File: config.mk
export PLATFORM = sky130hd
export DESIGN_NAME = skvt_cmp
export DESIGN_NICKNAME = d
export VERILOG_FILES = /design/src/rtl/skvt_pkg.sv /design/src/rtl/skvt_cmp.sv
export SDC_FILE = /design/constraint.sdc
export NUM_CORES = 1
export LEC_CHECK = 0
export ABC_AREA = 1
export BUFFER_PORTS_ARGS = -buffer_cell sky130_fd_sc_hd__buf_2
export CORE_ASPECT_RATIO = 0.8
export CORE_MARGIN = 8
export CORE_UTILIZATION = 47
export DETAILED_ROUTE_END_ITERATION = 12
export GPL_TIMING_DRIVEN = 0
export PLACE_DENSITY = 0.95
export SYNTH_ARGS = -nofsm -noshare
export SYNTH_HDL_FRONTEND = slang
export SYNTH_SLANG_ARGS = --single-unit
File: constraint.sdc
create_clock -name vclk -period 3.35
set_clock_uncertainty 0.2 [all_clocks]
set_input_delay 0.5025 -clock vclk [all_inputs]
set_output_delay 0.5025 -clock vclk [all_outputs]
set_load 0.1 [all_outputs]
File: src/rtl/skvt_pkg.sv
package skvt_pkg;

  localparam int unsigned KEY_W = 64;
  localparam int unsigned VAL_W = 64;
  localparam int unsigned POS_W = 7;
  localparam int unsigned CNT_W = 8;

  localparam logic [1:0] CMD_ADD  = 2'd0;
  localparam logic [1:0] CMD_FIND = 2'd1;
  localparam logic [1:0] CMD_DEL  = 2'd2;

  localparam logic [1:0] ST_OK        = 2'd0;
  localparam logic [1:0] ST_NOT_FOUND = 2'd1;
  localparam logic [1:0] ST_FULL      = 2'd2;

  typedef struct packed {
    logic eq;
    logic gt;
  } cmp_res_t;

endpackage

File: src/rtl/skvt_cmp.sv
module skvt_cmp
  import skvt_pkg::*;
(
  input  logic [KEY_W-1:0] a_i,
  input  logic [KEY_W-1:0] b_i,
  output cmp_res_t         res_o
);

  // unsigned order of packed names matches string order
  always_comb begin
    res_o.eq = (a_i == b_i);
    res_o.gt = (a_i > b_i);
  end

endmodule

---- After elaboration in Yosys (flattened, before gate mapping) ----
Cells that the tools add are included.
word-level totals
  word-level logic and storage cells ...... 2
  flip-flop bits (word level) ............. 0
  output and inout bits ................... 2
operators by class
  equal/unequal tests ..................... 1
  magnitude comparators ................... 1
operators by type and width
  operator      count
  $eq 64x64->1  1
  $gt 64x64->1  1

---- Longest topological paths before layout ----
Gate-level depths: netlist of run 1.
  depth in word-level cells ............... 1
  depth in mapped cells ................... 13
  gate-level depth less buffers ........... 13

---- Worst setup path before layout of run 1 ----
OpenSTA, ideal clock, no wires.
  path type ............................... in2out
  start point ............................. input b_i[63]
  end point ............................... output res_o[1] (netlist bit)
  data arrival time ....................... 4110 ps
  stages .................................. 8
  setup slack ............................. -1463 ps
  cell sequence ........................... inv_1 > ha_1 > nand2_1 > nor2_1 > nand2_1 > nor2_1 > nand4_1 > nor4_1
RTL lines
  what             RTL line       text
  start, declared  skvt_cmp.sv:5  input logic [KEY_W-1:0] b_i,
  end, declared    skvt_cmp.sv:6  output cmp_res_t res_o

==> results of run 1 <==
[logic make-up after synthesis]
family	after synthesis	synth area share (%)
buffers and inverters	89	17.8
and+or+nand+nor	123	29.6
AOI/OAI and AO/OA	33	9.82
adders and majority gates	64	42.8
[final timing paths]
| path | startpoint | to | cells past startpoint |
|---|---|---|---|
| max | b_i[15] | res_o[0] | 12 |
| min | b_i[0] | res_o[1] | 5 |
[cell usage in the layout (no fill, tap or decap)]
cell type / n
inv_1: 83
o21ai_1: 1
ha_1: 64
nand3_1: 7
nand2_2: 4
inv_2: 6
o21a_1: 2
nand3_2: 1
nor3_1: 1
nor2_2: 3
nand4_2: 2
nor2_1: 20
a21oi_2: 1
nor3_2: 1
nor4_4: 1
o21ai_0: 2
a21o_1: 4
a21oi_1: 23
buf_2: 130
nand2_1: 76
nor2_4: 3
nand4_1: 4
[worst max-delay path, cell delays in order]
cell	delay, ns
buf_2	0.07
inv_1	0.04
ha_1	0.29
nand2_1	0.07
nor2_1	0.14
nand4_1	0.22
nor2_2	0.16
nand2_1	0.07
nand3_2	0.08
nand2_2	0.05
a21oi_2	0.10
buf_2	0.44
[where the power goes]
| part | switching [mW] | total, mW | internal [mW] | leakage (nW) |
|---|---|---|---|---|
| logic | 0.149 | 0.285 | 0.137 | 1.83 |
| clock network | 0 | 0 | 0 | 0 |
| registers | 0 | 0 | 0 | 0 |
| total | 0.149 | 0.285 | 0.137 | 1.83 |
[area by class of cell]
cell class / count / area, um^2
timing repair buffer: 130 / 651
fill: 358 / 1200
inverter: 89 / 334
tap: 55 / 68.8
multi-input combinational: 220 / 1550
[routing by layer]
layer	share of wire [%]	GRT usage [%]	wire length, um	up-vias
li1	-	-	-	1224
met1	37	16.8	2130	964
met2	52	36.0	2990	89
met3	8.4	4.63	477	10
met4	1.9	4.00	106	0
met5	0	0	0	-
[synth_stat cells]
cell type / instances / area [um^2]
o21ai_1: 1 / 5.00
o21ai_0: 2 / 10.0
nand2_1: 76 / 285
nor3_1: 1 / 5.00
nor2_1: 20 / 75.1
nand4_1: 4 / 25.0
nor4_1: 1 / 6.26
nand3_2: 1 / 10.0
o21a_1: 2 / 15.0
a21oi_2: 1 / 8.76
nand4_2: 2 / 25.0
inv_2: 6 / 22.5
nor3_2: 1 / 10.0
inv_1: 83 / 312
a21oi_1: 23 / 115
a21o_1: 4 / 30.0
nor2_2: 3 / 18.8
nand2_2: 4 / 25.0
ha_1: 64 / 801
nand3_1: 7 / 35.0
nor2_4: 3 / 33.8
==> summary.md, run 1 <==
| Metric | Value |
|---|---|
| Fin cells | 494 |
| Vias in the first global route | 2421 |
| DR vias | 2287 |
| Synthesized area per cell | 6.06 um^2 |
| Total global routing overflow | 0 |
| CP Max Fanout | 3 |
| Post-synthesis cell count | 309 |
| Starting Density | 49.2% |
| Detailed Routing Iterations Pass 1 | 7 |
| Synthesis Warnings | 0 |
| Endpoint type of the worst setup path | output port |
| Final Cycle Share | 87.2% |
| Routability cong. | 0.784 |
| Seq/Total Area, Yosys | 0% |
| Inst Count DP | 494 |
| Critical path required time | 2.65 ns |
| Iteration-0 DRC Markers | 42 |
| FF/Latch Area | 0 um^2 |
| # hold bufs at CTS | 0 |
| Initial antenna violation count | 0 |
| Die width | 86.6 um |
| Critical path class | primary input to output port |
| Syn Nets | 501 |
| Die height | 72.5 um |
| Final core occ | 68.6% |
| Layout cell share with drive strength beyond 1 | 34.6% |
| I/O pin count | 130 |
| Final worst slack | 0.430 ns |
| RSZ-0062 raised after global routing | no |
| Min Tclk post-route | 2.92 ns |
| First-pass GRT wire length | 9430 um |
| Wire per inst | 11.5 um |
| Arrival @ worst endpoint | 2.22 ns |
| Post-Route WL | 5700 um |
| Power density over the cells | 109 nW/um^2 |
| Final Hold Violating Endpoints | 0 |
| Core area | 3800 um^2 |
| Diode count | 0 |
| Slew margin rel. | 66.8% |
| Port buffer count | 130 |
| Area after DPL | 2610 um^2 |
| Slew @ Worst Pin | 0.501 ns |
| Status | completed |
| Post-CTS Setup Inserts | 0 |
| Startpoint types | primary input |
| Mapped Area | 1870 um^2 |
| P&R area growth vs syn | 39.2% |
| # resized after CTS | 0 |
| Synth unique cells | 21 |
| Peak VDD IR | 59.0 uV |
| Rows | 20 |
| Via density | 4.63 |
| Hold_ws | 1.60 ns |
| Setup slack at placement | 0.412 ns |
| Total track usage | 17.6% |
| Peak Freq | 0.342 GHz |
| Antenna-violating nets left | 0 |
| Pin count of the biggest net entering global routing | 5 |
| Final Power | 285 uW |
| Final Cell Area | 2610 um^2 |
| Final Max Tran Viols | 0 |
| Final setup vio count | 0 |
| Clkbuf count | 0 |
| Die area | 6270 um^2 |
| Setup TNS | 0 ns |
| HP Class | primary input to output port |
| Leakage Power | 1.83 nW |
| Dpl hpwl | 5500 um |
| Nets | 633 |
| Seq_cells | 0 |
| Max-Cap Viols | 0 |
| DRC errors left | 0 |
No activity file was read; power rests on OpenSTA's default activity.
==> run 2: changes to the inputs <==
==> constraint.sdc (replaced) <==
create_clock -name vclk -period 3.35
set_clock_uncertainty 0.2 [all_clocks]
set_input_delay 0 -clock vclk [all_inputs]
set_output_delay 0 -clock vclk [all_outputs]
set_load 0.1 [all_outputs]
==> summary.md, run 2 (synthesis gave the netlist of run 1 again) <==
| Metric | Value |
|---|---|
| Core area | 3800 um^2 |
| Max-Cap Viols | 0 |
| Slew margin rel. | 66.9% |
| Die width | 86.6 um |
| Slew @ Worst Pin | 0.499 ns |
| Most common cell after layout, fill and taps aside | buf_2 |
| Die area | 6270 um^2 |
| Pin count of the biggest net entering global routing | 5 |
| Critical path required time | 3.15 ns |
| Final Max Tran Viols | 0 |
| Critical path buffer and inverter count | 3 |
| Via density | 4.54 |
| Clkbuf count | 0 |
| Endpoint type of the worst setup path | output port |
| I/O pin count | 130 |
| Hold path start | a_i[32] |
| Min Tclk post-route | 1.88 ns |
| Final setup vio count | 0 |
| Peak Freq | 0.533 GHz |
| Arrival @ worst endpoint | 1.68 ns |
| Critical path class | primary input to output port |
| Hold Path Stages | 5 |
| Power density over the cells | 108 nW/um^2 |
| Status | completed |
| Total global routing overflow | 0 |
| Detailed Routing Iterations Pass 1 | 6 |
| # resized after CTS | 0 |
| DR vias | 2244 |
| Routability cong. | 0.799 |
| Post-Route WL | 5370 um |
| Filler cells | 353 |
| Max stage delay on crit path | 0.44 ns |
| # hold bufs at CTS | 0 |
| Post-CTS Setup Inserts | 0 |
| Wire per inst | 10.9 um |
| RSZ-0062 raised after global routing | no |
| Die height | 72.5 um |
| Hold Path Sink | res_o[1] |
| Crit-path leading delay family | simple AND/OR/NAND/NOR gates |
| Setup TNS | 0 ns |
| Crit path cell chain | buf_2 -> inv_1 -> ha_1 -> nand2_1 -> nor2_1 -> nand4_1 -> nor2_2 -> nand2_1 -> nand3_2 -> nand2_2 -> a21oi_2 -> buf_2 |
| Diode count | 0 |
| Initial antenna violation count | 0 |
| P&R area growth vs syn | 38.7% |
| Nets | 633 |
| Commonest non-fill, non-tap cells in the layout | buf_2 (130), inv_1 (83), nand2_1 (76) |
| Leakage Power | 1.81 nW |
| Crit path max-delay cell type | buf_2 |
| Dpl hpwl | 5220 um |
| Port buffer count | 130 |
| Peak VDD IR | 64.3 uV |
| Seq_cells | 0 |
| First-pass GRT wire length | 9050 um |
| CP Max Fanout | 3 |
| HP Class | primary input to output port |
| Iteration-0 DRC Markers | 18 |
| FF/Latch Area | 0 um^2 |
| Vias in the first global route | 2319 |
| Startpoint types | primary input |
| Starting Density | 49.2% |
| Total track usage | 16.6% |
| Footprint of the multi-input gates | 1550 um^2 |
| Final Cycle Share | 56.0% |
| DRC errors left | 0 |
| Antenna-violating nets left | 0 |
| Final Power | 281 uW |
| Layout cell share with drive strength beyond 1 | 34.6% |
| Rows | 20 |
| Final Hold Violating Endpoints | 0 |
[run 2: cell types whose count changed in the layout (fill, tap and decap cells not counted)]
cell / before / now
nor4_4: 1 / 0
nor4_2: 0 / 1
[run 2: tightest hold or removal path: stages]
cell     delay, ns
buf_2         0.08
ha_1          0.24
nand4_1       0.12
nor4_2        0.04
buf_2         0.28
[run 2: worst max-delay path by stage]
stage	depth (start not counted)	to	slack [ns]	from
final	12	res_o[0]	1.47	b_i[15]
after global routing	12	res_o[0]	1.29	b_i[15]
after CTS	12	res_o[0]	1.46	b_i[15]
after detailed placement	12	res_o[0]	1.47	b_i[15]
after global placement	11	res_o[0]	1.52	a_i[15]
after floorplan	6	res_o[1]	0.71	b_i[19]
[run 2: per-layer routing]
| layer | share of wire [%] | global-route usage (%) | vias up | routed length, um |
|---|---|---|---|---|
| li1 | - | - | 1223 | - |
| met1 | 38 | 16.6 | 936 | 2060 |
| met2 | 50 | 33.2 | 79 | 2690 |
| met3 | 10 | 5.19 | 6 | 562 |
| met4 | 0.97 | 2.10 | 0 | 52 |
| met5 | 0 | 0 | - | 0 |
[run 2: metrics by stage]
step | util [%] | instances | hold slack, ns | setup WS, ns | instance area [um^2]
2_1_floorplan | - | 309 | 0.321 | 0.711 | 1880
3_3_place_gp | 68.3 | 494 | 0.567 | 1.52 | 2600
3_5_place_dp | 68.3 | 494 | 0.572 | 1.47 | 2600
4_1_cts | 68.3 | 494 | 0.572 | 1.46 | 2600
5_1_grt | 68.3 | 494 | 0.609 | 1.29 | 2600
6_report | 68.3 | 494 | 0.564 | 1.47 | 2600
[run 2: layout make-up]
cell class         count  share of cell area (%)
repair buffers       130                    25.0
inverters             89                    12.9
well taps             55                    2.65
multi-input cells    220                    59.5
[run 2: power breakdown]
| part | internal [mW] | total [mW] | leakage (nW) | switching [mW] |
|---|---|---|---|---|
| sequential | 0 | 0 | 0 | 0 |
| clock | 0 | 0 | 0 | 0 |
| combinational | 0.136 | 0.281 | 1.81 | 0.146 |
